$ cat config.mk
export PLATFORM = sky130hd
export DESIGN_NAME = bcat_ctrl
export DESIGN_NICKNAME = d
export VERILOG_FILES = /design/src/rtl/core/assert_macros.svh /design/src/rtl/core/bcat_pkg.sv /design/src/rtl/core/bcat_ctrl.sv
export SDC_FILE = /design/constraint.sdc
export NUM_CORES = 1
export LEC_CHECK = 0
export BUFFER_PORTS_ARGS = -buffer_cell sky130_fd_sc_hd__buf_2
export CAP_MARGIN = 20
export CELL_PAD_IN_SITES_DETAIL_PLACEMENT = 0
export CELL_PAD_IN_SITES_GLOBAL_PLACEMENT = 1
export CORE_MARGIN = 1
export CORE_UTILIZATION = 47
export CTS_BUF_LIST = sky130_fd_sc_hd__clkbuf_4 sky130_fd_sc_hd__clkbuf_8
export DETAILED_ROUTE_END_ITERATION = 10
export PLACE_DENSITY_LB_ADDON = 0.3
export SLEW_MARGIN = 0
export SYNTH_ARGS = -nofsm -noshare
export SYNTH_HDL_FRONTEND = slang
export SYNTH_SLANG_ARGS = --single-unit
$ cat constraint.sdc
create_clock -name clk -period 6.7 [get_ports clk]
set_clock_uncertainty 0.2 [all_clocks]
set_input_delay 0.335 -clock clk [delete_from_list [all_inputs] [get_ports clk]]
set_output_delay 0.335 -clock clk [all_outputs]
set_load 0.02 [all_outputs]
$ cat src/rtl/core/assert_macros.svh
// Assertion helpers for the allocation table core.
// Define ASSERT_OFF to drop every check.
`ifndef ASSERT_MACROS_SVH
`define ASSERT_MACROS_SVH

`ifndef ASSERT_OFF

// Same-cycle implication under an active-low reset.
`define BCAT_ASSERT_IMP(lbl, ck, rn, ante, cons, msg) \
    lbl: assert property (@(posedge ck) disable iff (!rn) (ante) |-> (cons)) else $error(msg);

// Next-cycle implication under an active-low reset.
`define BCAT_ASSERT_NXT(lbl, ck, rn, ante, cons, msg) \
    lbl: assert property (@(posedge ck) disable iff (!rn) (ante) |=> (cons)) else $error(msg);

`else

`define BCAT_ASSERT_IMP(lbl, ck, rn, ante, cons, msg)
`define BCAT_ASSERT_NXT(lbl, ck, rn, ante, cons, msg)

`endif

`endif

$ cat src/rtl/core/bcat_pkg.sv
`default_nettype none

package bcat_pkg;

    // Default geometry
    localparam int NUM_BLOCKS_DEF  = 256;
    localparam int BLOCK_BYTES_DEF = 512;

    // Entry markers
    localparam logic [15:0] EMPTY_MARK = 16'h0000;
    localparam logic [15:0] END_MARK   = 16'hFFFF;

    // Operation codes
    localparam logic [1:0] OP_ALLOC  = 2'd0;
    localparam logic [1:0] OP_FREE   = 2'd1;
    localparam logic [1:0] OP_LINK   = 2'd2;
    localparam logic [1:0] OP_LOCATE = 2'd3;

    // Status codes
    localparam logic [1:0] ST_OK    = 2'd0;
    localparam logic [1:0] ST_FULL  = 2'd1;
    localparam logic [1:0] ST_CHAIN = 2'd2;

    // One request
    typedef struct packed {
        logic [1:0]  operation;
        logic [15:0] block;
        logic [15:0] next_value;
        logic [23:0] byte_offset;
        logic        extend;
    } req_t;

    // One response from the sequencer
    typedef struct packed {
        logic        valid;
        logic [15:0] result_block;
        logic [1:0]  status;
        logic [15:0] free_blocks;
    } resp_t;

    // Table port: one write and one read address per cycle
    typedef struct packed {
        logic        we;
        logic [15:0] waddr;
        logic [15:0] wdata;
        logic [15:0] raddr;
    } mem_req_t;

endpackage

`default_nettype wire

$ cat src/rtl/core/bcat_ctrl.sv
`default_nettype none

module bcat_ctrl
    import bcat_pkg::*;
#(
    parameter int NUM_BLOCKS  = NUM_BLOCKS_DEF,
    parameter int BLOCK_BYTES = BLOCK_BYTES_DEF,
    parameter int IDX_W       = $clog2(NUM_BLOCKS_DEF)
) (
    input  wire logic        clk,
    input  wire logic        rst_n,
    input  wire logic        in_valid,
    output logic             in_ready,
    input  wire req_t        in_req,
    output mem_req_t         mem_req,
    input  wire logic [15:0] rdata,
    output resp_t            resp,
    input  wire logic        resp_ready
);

    localparam logic [15:0]      NB16      = 16'(NUM_BLOCKS);
    localparam logic [15:0]      MAX_FREE  = 16'(NUM_BLOCKS - 1);
    localparam logic [23:0]      BB24      = 24'(BLOCK_BYTES);
    localparam logic [IDX_W-1:0] LAST_IDX  = IDX_W'(NUM_BLOCKS - 1);
    localparam logic [IDX_W-1:0] LAST_SCAN = IDX_W'(NUM_BLOCKS - 2);
    localparam logic [IDX_W-1:0] FIRST_IDX = IDX_W'(1);

    typedef enum logic [10:0] {
        S_CLEAR    = 11'b000_0000_0001,
        S_IDLE     = 11'b000_0000_0010,
        S_FREE_CHK = 11'b000_0000_0100,
        S_FREE_RD  = 11'b000_0000_1000,
        S_LINK_RD  = 11'b000_0001_0000,
        S_LOC_CHK  = 11'b000_0010_0000,
        S_LOC_RD   = 11'b000_0100_0000,
        S_ALLOC    = 11'b000_1000_0000,
        S_SEEK1    = 11'b001_0000_0000,
        S_SEEK2    = 11'b010_0000_0000,
        S_RESP     = 11'b100_0000_0000
    } state_t;

    state_t           state_reg, state_next;
    logic [IDX_W-1:0] clr_reg, clr_next;
    logic [IDX_W-1:0] cursor_reg, cursor_next;
    logic [15:0]      count_reg, count_next;
    logic [15:0]      pos_reg, pos_next;
    logic [15:0]      nv_reg, nv_next;
    logic [23:0]      off_reg, off_next;
    logic             ext_reg, ext_next;
    logic             loc_mode_reg, loc_mode_next;
    logic [IDX_W-1:0] idx_reg, idx_next;
    logic [IDX_W-1:0] scan_reg, scan_next;
    logic [IDX_W-1:0] got_reg, got_next;
    logic [IDX_W-1:0] after_reg, after_next;
    logic [15:0]      res_reg, res_next;
    logic [1:0]       status_reg, status_next;
    logic [IDX_W-1:0] idx_wrap;
    logic [IDX_W-1:0] cursor_end;

    // Step a scan index over 1..NUM_BLOCKS-1
    assign idx_wrap = (idx_reg == LAST_IDX) ? FIRST_IDX : idx_reg + FIRST_IDX;

    assign in_ready          = (state_reg == S_IDLE);
    assign resp.valid        = (state_reg == S_RESP);
    assign resp.result_block = res_reg;
    assign resp.status       = status_reg;
    assign resp.free_blocks  = count_reg;

    always_comb
    begin
        state_next    = state_reg;
        clr_next      = clr_reg;
        cursor_next   = cursor_reg;
        count_next    = count_reg;
        pos_next      = pos_reg;
        nv_next       = nv_reg;
        off_next      = off_reg;
        ext_next      = ext_reg;
        loc_mode_next = loc_mode_reg;
        idx_next      = idx_reg;
        scan_next     = scan_reg;
        got_next      = got_reg;
        after_next    = after_reg;
        res_next      = res_reg;
        status_next   = status_reg;
        cursor_end    = cursor_reg;
        mem_req       = '0;

        case (state_reg)
            // Sweep the table to its reset contents
            S_CLEAR:
            begin
                mem_req.we    = 1'b1;
                mem_req.waddr = 16'(clr_reg);
                mem_req.wdata = (clr_reg == '0) ? END_MARK : EMPTY_MARK;
                clr_next      = clr_reg + FIRST_IDX;
                if (clr_reg == LAST_IDX)
                begin
                    state_next = S_IDLE;
                end
            end

            // Take a request and dispatch
            S_IDLE:
            begin
                mem_req.raddr = in_req.block;
                if (in_valid)
                begin
                    res_next      = END_MARK;
                    status_next   = ST_OK;
                    pos_next      = in_req.block;
                    nv_next       = in_req.next_value;
                    off_next      = in_req.byte_offset;
                    ext_next      = in_req.extend;
                    loc_mode_next = 1'b0;
                    case (in_req.operation)
                        OP_ALLOC:
                        begin
                            state_next = S_ALLOC;
                        end
                        OP_FREE:
                        begin
                            state_next = (in_req.block == EMPTY_MARK) ? S_RESP : S_FREE_CHK;
                        end
                        OP_LINK:
                        begin
                            if (in_req.block >= NB16)
                            begin
                                status_next = ST_CHAIN;
                                state_next  = S_RESP;
                            end
                            else
                            begin
                                state_next = S_LINK_RD;
                            end
                        end
                        default:
                        begin
                            state_next = S_LOC_CHK;
                        end
                    endcase
                end
            end

            // Check the next block of a chain being freed
            S_FREE_CHK:
            begin
                mem_req.raddr = pos_reg;
                if (pos_reg == END_MARK)
                begin
                    state_next = S_RESP;
                end
                else if (pos_reg == EMPTY_MARK || pos_reg >= NB16)
                begin
                    status_next = ST_CHAIN;
                    state_next  = S_RESP;
                end
                else
                begin
                    state_next = S_FREE_RD;
                end
            end

            // Empty the entry and follow its link, or stop on an empty entry
            S_FREE_RD:
            begin
                if (rdata == EMPTY_MARK)
                begin
                    status_next = ST_CHAIN;
                    state_next  = S_RESP;
                end
                else
                begin
                    mem_req.we    = 1'b1;
                    mem_req.waddr = pos_reg;
                    mem_req.wdata = EMPTY_MARK;
                    count_next    = count_reg + 16'd1;
                    pos_next      = rdata;
                    state_next    = S_FREE_CHK;
                end
            end

            // Write one entry and keep the free count
            S_LINK_RD:
            begin
                mem_req.we    = 1'b1;
                mem_req.waddr = pos_reg;
                mem_req.wdata = nv_reg;
                if (pos_reg != EMPTY_MARK)
                begin
                    if (rdata == EMPTY_MARK && nv_reg != EMPTY_MARK)
                    begin
                        count_next = count_reg - 16'd1;
                    end
                    else if (rdata != EMPTY_MARK && nv_reg == EMPTY_MARK)
                    begin
                        count_next = count_reg + 16'd1;
                    end
                end
                state_next = S_RESP;
            end

            // Range check on the block being walked
            S_LOC_CHK:
            begin
                mem_req.raddr = pos_reg;
                if (pos_reg >= NB16)
                begin
                    res_next    = END_MARK;
                    status_next = ST_CHAIN;
                    state_next  = S_RESP;
                end
                else
                begin
                    state_next = S_LOC_RD;
                end
            end

            // Stop, step along or extend the chain
            S_LOC_RD:
            begin
                if (rdata == EMPTY_MARK)
                begin
                    res_next    = END_MARK;
                    status_next = ST_CHAIN;
                    state_next  = S_RESP;
                end
                else if (off_reg < BB24)
                begin
                    res_next   = pos_reg;
                    state_next = S_RESP;
                end
                else if (rdata == END_MARK)
                begin
                    if (ext_reg)
                    begin
                        loc_mode_next = 1'b1;
                        state_next    = S_ALLOC;
                    end
                    else
                    begin
                        res_next    = END_MARK;
                        status_next = ST_CHAIN;
                        state_next  = S_RESP;
                    end
                end
                else
                begin
                    pos_next   = rdata;
                    off_next   = off_reg - BB24;
                    state_next = S_LOC_CHK;
                end
            end

            // Start the search at the free cursor, or report full if no block is free
            S_ALLOC:
            begin
                mem_req.raddr = 16'(cursor_reg);
                idx_next      = cursor_reg;
                scan_next     = '0;
                if (count_reg == 16'd0)
                begin
                    res_next    = END_MARK;
                    status_next = ST_FULL;
                    state_next  = S_RESP;
                end
                else
                begin
                    state_next = S_SEEK1;
                end
            end

            // Search for the entry to take
            S_SEEK1:
            begin
                if (rdata == EMPTY_MARK)
                begin
                    mem_req.we    = 1'b1;
                    mem_req.waddr = 16'(idx_reg);
                    mem_req.wdata = END_MARK;
                    mem_req.raddr = 16'(idx_wrap);
                    count_next    = count_reg - 16'd1;
                    got_next      = idx_reg;
                    after_next    = idx_wrap;
                    idx_next      = idx_wrap;
                    scan_next     = '0;
                    state_next    = S_SEEK2;
                end
                else if (scan_reg == LAST_SCAN)
                begin
                    res_next    = END_MARK;
                    status_next = ST_FULL;
                    state_next  = S_RESP;
                end
                else
                begin
                    mem_req.raddr = 16'(idx_wrap);
                    idx_next      = idx_wrap;
                    scan_next     = scan_reg + FIRST_IDX;
                end
            end

            // Search for the next cursor, then hand the block back or link it into the chain being located
            S_SEEK2:
            begin
                mem_req.raddr = 16'(idx_wrap);
                if (rdata == EMPTY_MARK || scan_reg == LAST_SCAN)
                begin
                    cursor_end  = (rdata == EMPTY_MARK) ? idx_reg : after_reg;
                    cursor_next = cursor_end;
                    if (loc_mode_reg)
                    begin
                        mem_req.we    = 1'b1;
                        mem_req.waddr = pos_reg;
                        mem_req.wdata = 16'(got_reg);
                        pos_next      = 16'(got_reg);
                        off_next      = off_reg - BB24;
                        state_next    = S_LOC_CHK;
                    end
                    else
                    begin
                        res_next   = 16'(got_reg);
                        state_next = S_RESP;
                    end
                end
                else
                begin
                    idx_next  = idx_wrap;
                    scan_next = scan_reg + FIRST_IDX;
                end
            end

            // Hold the result until the output stage takes it
            S_RESP:
            begin
                if (resp_ready)
                begin
                    state_next = S_IDLE;
                end
            end

            default:
            begin
                state_next = S_IDLE;
            end
        endcase
    end

    // Control state
    always_ff @(posedge clk or negedge rst_n)
    begin
        if (!rst_n)
        begin
            state_reg    <= S_CLEAR;
            clr_reg      <= '0;
            cursor_reg   <= FIRST_IDX;
            count_reg    <= MAX_FREE;
            loc_mode_reg <= 1'b0;
        end
        else
        begin
            state_reg    <= state_next;
            clr_reg      <= clr_next;
            cursor_reg   <= cursor_next;
            count_reg    <= count_next;
            loc_mode_reg <= loc_mode_next;
        end
    end

    // Working registers
    always_ff @(posedge clk)
    begin
        pos_reg    <= pos_next;
        nv_reg     <= nv_next;
        off_reg    <= off_next;
        ext_reg    <= ext_next;
        idx_reg    <= idx_next;
        scan_reg   <= scan_next;
        got_reg    <= got_next;
        after_reg  <= after_next;
        res_reg    <= res_next;
        status_reg <= status_next;
    end

endmodule

`default_nettype wire

==> summary.md, run 1 <==
| Metric | Value |
|---|---|
| Status | finished clean |
| Fillers | between 1000 and 1500 |
| HPWL after detailed placement | around 16000 um |
| Min Tclk post-route | approximately 4.6 ns |
| Initial core utilization | 0.486 |
| Final Hold Viols | 0 |
| Worst Setup Start Kind | register |
| RSZ-0062 raised after global routing | no |
| Vias after detailed routing | between 6000 and 7000 |
| Synth Area in Compound Gates | 0.147 |
| Flop2flop setup slack | about 3 ns |
| Final Cycle Share | 0.682 |
| Worst Setup SP | state_reg[4]$_DFFE_PN0P_ |
| Synth unique cells | between 60 and 70 |
| Hold bufs inserted after CTS | 30 |
| Fin nets | between 1000 and 1500 |
| Slew headroom | 0.356 |
| DP Worst Slack | about 2.6 ns |
| Dpl cell area | 8770 um2 |
| CTS root buffer | clkbuf_8 |
| Worst reg2reg path depth | 8 |
| Final worst slack | around 2.1 ns |
| Mean Syn Cell Area | slightly above 10 um2 |
| Cell accounting for the most synthesized area | edfxtp_1 |
| Setup TNS | 0 ns |
| RR Endpoint | res_reg[13]$_DFFE_PP_ |
| Fraction of the mapped netlist area in adder cells | 0.0145 |
| Post-CTS sizing | 0 |
| FMAX | 219 MHz |
| PortBufs | 154 |
| Routed WL | around 23000 um |
| Post-synthesis instance area | 7780 um2 |
| FF-to-FF Start | state_reg[10]$_DFFE_PN0P_ |
| Clk slew on worst S/H paths | 0.08 ns |
| Hold Crit Class | in -> reg |
| Reg area | roughly 4100 um2 |
| WS Path Type | reg -> out |
| Share of the synthesized area in the top cell type | 0.378 |
| Ports | between 150 and 200 |
| Synth area leaders | edfxtp_1 (38%), dfrtp_1 (11%), nor2_1 (4.1%) |
| Synth Area in XOR/XNOR | 0.0506 |
| P_leak | ~4.0 nW |
| Drt pass-1 iters | 5 |
| Drt via density | 5.92 |
| CTS tree | done |
| Endpoint type of the worst setup path | primary output |
| Number of flops mapped to enable cells by yosys | a little under 100 |
| Syn Nets | 845 |
| Antenna cells | 0 |
| Number of synthesis warnings | 0 |
| Slew @ Worst Pin | 0.967 ns |
| Register area share after synthesis | 0.521 |
| First-pass GRT wire length | ~35000 um |
| Final total power | ~3.3 mW |
| Largest family of logic cells by synthesized area | simple AND/OR/NAND/NOR gates |
| Total global routing overflow | 0 |
| Maximum vdd drop | 0.211 mV |
| Share of layout cells above drive strength 1 | 0.245 |
| Die X | ~130 um |
| Full die area | about 17000 um2 |
| Max Cap Viol | 0 |
| Vias in the first global route | about 6500 |
| DRC violation count after routing | 0 |
| Most used DFF post-synth | edfxtp_1 |
| Largest net degree at the start of global routing | 45 |
| Simple-Gate Fraction of Synth Area | 0.233 |
| Mux cell area share after synthesis | 0.00579 |
| Yosys reg bits | between 100 and 150 |
| Worst EP required | 6.16 ns |
| Crit path DAT | around 4.0 ns |
| Crit path to | mem_req[34] |
| Cts bufs inserted | 17 |
| DR iter-0 viols | approximately 760 |
| Initial antenna violation count | 0 |
| Clk Latency, worst-skew pair | between 0.4 and 0.5 ns |
| Core area | around 16000 um2 |
| Drt wl/cell | about 19 um |
| Die height | roughly 130 um |
| Number of setup buffers added after CTS | 0 |
| H-tree levels | 4 |
| Syn Inst Count | 757 |
| Ys async rst share | 0.310 |
| Core Rows | between 40 and 50 |
| RePlAce Congestion | roughly 0.94 |
| Max FO, Critical Path | 20 |
| Design Area, Final | 9560 um2 |
| Layout area overhead | 22.8% |
| Number of routed nets with antenna violations | 0 |
| Final Max Tran Viols | 0 |
| Clock Sinks | between 100 and 150 |
| Multi-input gate area | ~3500 um2 |
| Clock tree buffer depth | 2 |
| Final setup violation count | 0 |
| P per Cell Area | about 350 nW/um2 |
| Total GRT Usage | 0.272 |
power breakdown:
group	leakage, nW	total (mW)	internal [mW]	switching [mW]
registers	1.44	1.44	1.23	0.210
clock network	0.232	0.799	0.475	0.324
logic	2.38	1.06	0.366	0.695
cells in the final DEF (no fill, tap or decap), types with 4 or more instances in the layout:
cell,instances
dlygate4sd3_1,30
buf_4,8
o21ai_0,14
a22o_1,22
and4_1,8
clkbuf_8,19
xnor2_1,24
bufinv_16,5
mux2_2,4
a21oi_1,40
dfstp_2,10
edfxtp_1,98
inv_1,17
nand2_1,82
nand3_1,21
or4_1,7
a221o_1,13
a22oi_1,8
ha_1,9
nor2_1,86
and3_1,10
xor2_1,21
nand4_1,29
nand2b_1,5
or3_1,7
buf_2,154
o21ai_1,10
nor4_1,18
nor3_1,12
o22a_1,9
dfrtp_1,34
nor4b_1,6
a21o_1,17
nor2b_1,6
and2_1,16
a31oi_1,10
layer usage:
metal  global-route usage  part of all wire  vias up
li1                     -                 -     3203
met1                0.359              0.42     3355
met2                0.452              0.49      304
met3               0.0537             0.071       31
met4               0.0859             0.017        0
met5                    0                 0        -
cell type report:
cell class / instances / area share
clock buffer: 22 / 0.0297
clock inverter: 10 / 0.0192
inverter: 19 / 0.00746
multi-input combinational: 562 / 0.370
sequential: 142 / 0.425
tap: 216 / 0.0283
timing repair buffer: 193 / 0.120
cell usage after synthesis (all sizes together) (4+ instances only):
cell,count
a22oi,8
nor2b,6
clkbuf,25
ha,9
nor4b,6
a221o,13
nand4,29
and2,16
nor2,86
edfxtp,98
or2,5
xnor2,24
and4,8
dfrtp,34
a21oi,41
or4,9
o21ai,24
a31oi,10
nand3,21
mux2,4
or3,7
nand2b,5
a22o,22
a21o,17
and3,10
xor2,21
dfstp,10
inv,19
nor4,22
o22a,9
nand2,83
nor3,15
buf,9
through the flow:
stage	util	hold WS [ns]	std cells
floorplan	-	-0.161	757
global placement	0.548	0.286	1101
detailed placement	0.548	0.291	1101
CTS	0.596	0.00138	1163
global route	0.597	0.00213	1164
finish	0.597	0.0190	1164
how the worst min path moves through the flow:
stage                                       from                   endpoint  slack [ns]  cells after the start
final                                 in_req[44]       pos_reg[3]$_DFFE_PP_        0.02                      3
after CTS                             in_req[44]       pos_reg[3]$_DFFE_PP_       0.001                      3
after global routing                    rdata[8]       pos_reg[8]$_DFFE_PP_       0.002                      3
after global placement    after_reg[0]$_DFFE_PP_  cursor_reg[0]$_DFFE_PN1P_        0.29                      2
after detailed placement  after_reg[0]$_DFFE_PP_  cursor_reg[0]$_DFFE_PN1P_        0.29                      2
after floorplan                            rst_n     clr_reg[0]$_DFFE_PN0N_       -0.16                      0
cell families (layout without fill, tap and decap cells):
kind of cell | Yosys count | after routing
xor gates and xnor gates | 45 | 45
DFF | 142 | 142
adders and majority gates | 9 | 9
muxes | 4 | 4
and+or+nand+nor | 342 | 342
AOI/OAI and AO/OA | 162 | 162
buffers and inverters | 53 | 244
worst max-delay path, cell delays in order (launching register included):
cell and delay, ns:
dfrtp_1 0.44, nor4_2 0.63, nand2_2 0.19, or3_1 0.76
nor3_4 0.52, or3_1 0.61, a221o_1 0.26, buf_2 0.16
Note: power is estimated with default switching activity, not from simulation.
==> run 2: changes to the inputs <==
--- a/config.mk
+++ b/config.mk
@@ -10,7 +10,7 @@
 export CELL_PAD_IN_SITES_DETAIL_PLACEMENT = 0
 export CELL_PAD_IN_SITES_GLOBAL_PLACEMENT = 1
 export CORE_MARGIN = 1
-export CORE_UTILIZATION = 47
+export CORE_UTILIZATION = 40
 export CTS_BUF_LIST = sky130_fd_sc_hd__clkbuf_4 sky130_fd_sc_hd__clkbuf_8
 export DETAILED_ROUTE_END_ITERATION = 10
 export PLACE_DENSITY_LB_ADDON = 0.3
==> constraint.sdc (replaced) <==
create_clock -name clk -period 3.7 [get_ports clk]
set_clock_uncertainty 0.2 [all_clocks]
set_input_delay 0.185 -clock clk [delete_from_list [all_inputs] [get_ports clk]]
set_output_delay 0.185 -clock clk [all_outputs]
set_load 0.02 [all_outputs]
==> summary.md, run 2 (synthesized netlist as in run 1, its figures left out) <==
| Metric | Value |
|---|---|
| CP Buf/Inv Count | 2 |
| Drt pass-1 iters | 5 |
| Drt wl/cell | approximately 19 um |
| Worst EP required | about 3.3 ns |
| CTS tree | done |
| Fin nets | 1080 |
| Min Tclk post-route | between 3 and 4 ns |
| Final total power | ~5.9 mW |
| Total global routing overflow | 0 |
| Worst Setup Start Kind | register |
| DR iter-0 viols | a little over 600 |
| Clk Latency, worst-skew pair | 0.46 ns |
| Die height | about 140 um |
| Vias in the first global route | 6587 |
| Utilization after layout | 0.531 |
| RePlAce Congestion | 0.919 |
| Commonest non-fill, non-tap cells in the layout | buf_2 (154), edfxtp_1 (98), nor2_1 (86) |
| Final Hold Viols | 0 |
| Share of layout cells above drive strength 1 | 0.248 |
| Routed WL | between 20000 and 25000 um |
| DRC violation count after routing | 0 |
| Die X | about 140 um |
| Vias after detailed routing | 7013 |
| Hold Crit Class | in -> reg |
| Fillers | approximately 1800 |
| Commonest non-fill, non-tap cell in the layout | buf_2 |
| Final Cycle Share | 0.951 |
| Total GRT Usage | 0.238 |
| First-pass GRT wire length | roughly 36000 um |
| Drt via density | ~5.5 |
| Number of setup buffers added after CTS | 0 |
| Clock tree buffer depth | 2 |
| Max stage delay cell, worst path | or4_4 |
| Max FO, Critical Path | 20 |
| Maximum vdd drop | approximately 0.42 mV |
| P_leak | about 4.3 nW |
| P per Cell Area | between 500 and 600 nW/um2 |
| Antenna cells | 0 |
| Initial core utilization | 0.412 |
| Endpoint type of the worst setup path | primary output |
| Clock Sinks | 142 |
| Ports | around 160 |
| FMAX | about 280 MHz |
| H-tree levels | 4 |
| Number of routed nets with antenna violations | 0 |
| Crit-path leading delay family | simple AND/OR/NAND/NOR gates |
| CTS root buffer | clkbuf_8 |
| Final Max Tran Viols | 0 |
| Status | finished clean |
| Crit path DAT | between 3 and 4 ns |
| Initial antenna violation count | 0 |
| PortBufs | 154 |
| Core Rows | 50 |
| Crit path largest cell delay | between 0.5 and 0.6 ns |
| Core area | 18900 um2 |
| HPWL after detailed placement | 16600 um |
| Largest net degree at the start of global routing | 31 |
| Slew @ Worst Pin | 0.829 ns |
| Setup TNS | 0 ns |
| Worst-path cell chain | or4_4 > nor4_4 > and2_1 > buf_4 > a22o_1 > a21o_1 > buf_2 |
| Cts bufs inserted | 17 |
| Layout area overhead | 28.9% |
| Clk slew on worst S/H paths | roughly 0.08 ns |
| Final setup violation count | 0 |
| RSZ-0062 raised after global routing | no |
| Full die area | ~20000 um2 |
| Slew headroom | 0.448 |
| WS Path Type | reg -> out |
| Max Cap Viol | 0 |
[run 2: cell types whose count changed in the layout (fill, tap and decap cells not counted), moves of 3 or more]
cell           previous run  this run
buf_4                     8        26
dlygate4sd3_1            30        70
clkinv_2                  0         3
bufinv_16                 5         2
[run 2: stage by stage]
stage	setup slack [ns]	hold WS (ns)	instance area, um2	instances
detailed placement	0.652	0.0168	8940	1163
CTS	0.105	0.0207	10000	1265
global placement	0.693	0.0169	8940	1163
floorplan	0.0271	-0.311	7790	757
finish	0.182	0.0303	10000	1265
global route	0.00286	0.0683	10000	1265
[run 2: repair_timing]
action | in CTS | in global routing
endpoints found under the setup margin | 0 | 17
gates resized for setup | 0 | 1
hold endpoints to repair | 77 | 0
hold buffers | 70 | 0
[run 2: where the power goes]
part	leakage, nW	internal [mW]	switching [mW]
Sequential	1.44	2.23	0.391
Combinational	2.63	0.746	1.26
Clock	0.193	0.634	0.605
[run 2: path summary, 6_finish.rpt]
kind                                               start                        end  slack, ns  cells past startpoint
worst max-delay path            state_reg[5]$_DFFE_PN0P_                mem_req[37]       0.18                      7
worst max register to register  state_reg[5]$_DFFE_PN0P_   state_reg[4]$_DFFE_PN0P_       0.56                      7
max in group asynchronous                          rst_n  cursor_reg[0]$_DFFE_PN1P_       2.46                      3
worst min-delay path                          in_req[54]   state_reg[2]$_DFFE_PN0P_       0.03                      5
min in group asynchronous                          rst_n  count_reg[10]$_DFFE_PN0P_       0.05                      2
worst min register to register    after_reg[0]$_DFFE_PP_  cursor_reg[0]$_DFFE_PN1P_       0.30                      2
[run 2: tightest hold or removal path, cell delays in order]
cell and delay (ns):
buf_2 0.10, nor4_1 0.06, nand4_1 0.11, a31oi_1 0.10, nor2_1 0.08
[run 2: metal layers]
| layer | part of all wire | track usage | vias up |
|---|---|---|---|
| met5 | 0 | 0 | - |
| met4 | 0.018 | 0.0860 | 0 |
| met3 | 0.064 | 0.0479 | 33 |
| met2 | 0.47 | 0.375 | 263 |
| met1 | 0.45 | 0.327 | 3407 |
| li1 | - | - | 3310 |
[run 2: final cells by class]
cell class	count	area (um2)	share of cell area
clock buffer	21	270	0.0269
inverter	19	71.3	0.00711
tap	260	325	0.0324
clock inverter	11	119	0.0118
sequential	142	4060	0.404
timing repair buffer	250	1670	0.166
multi-input combinational	562	3530	0.352
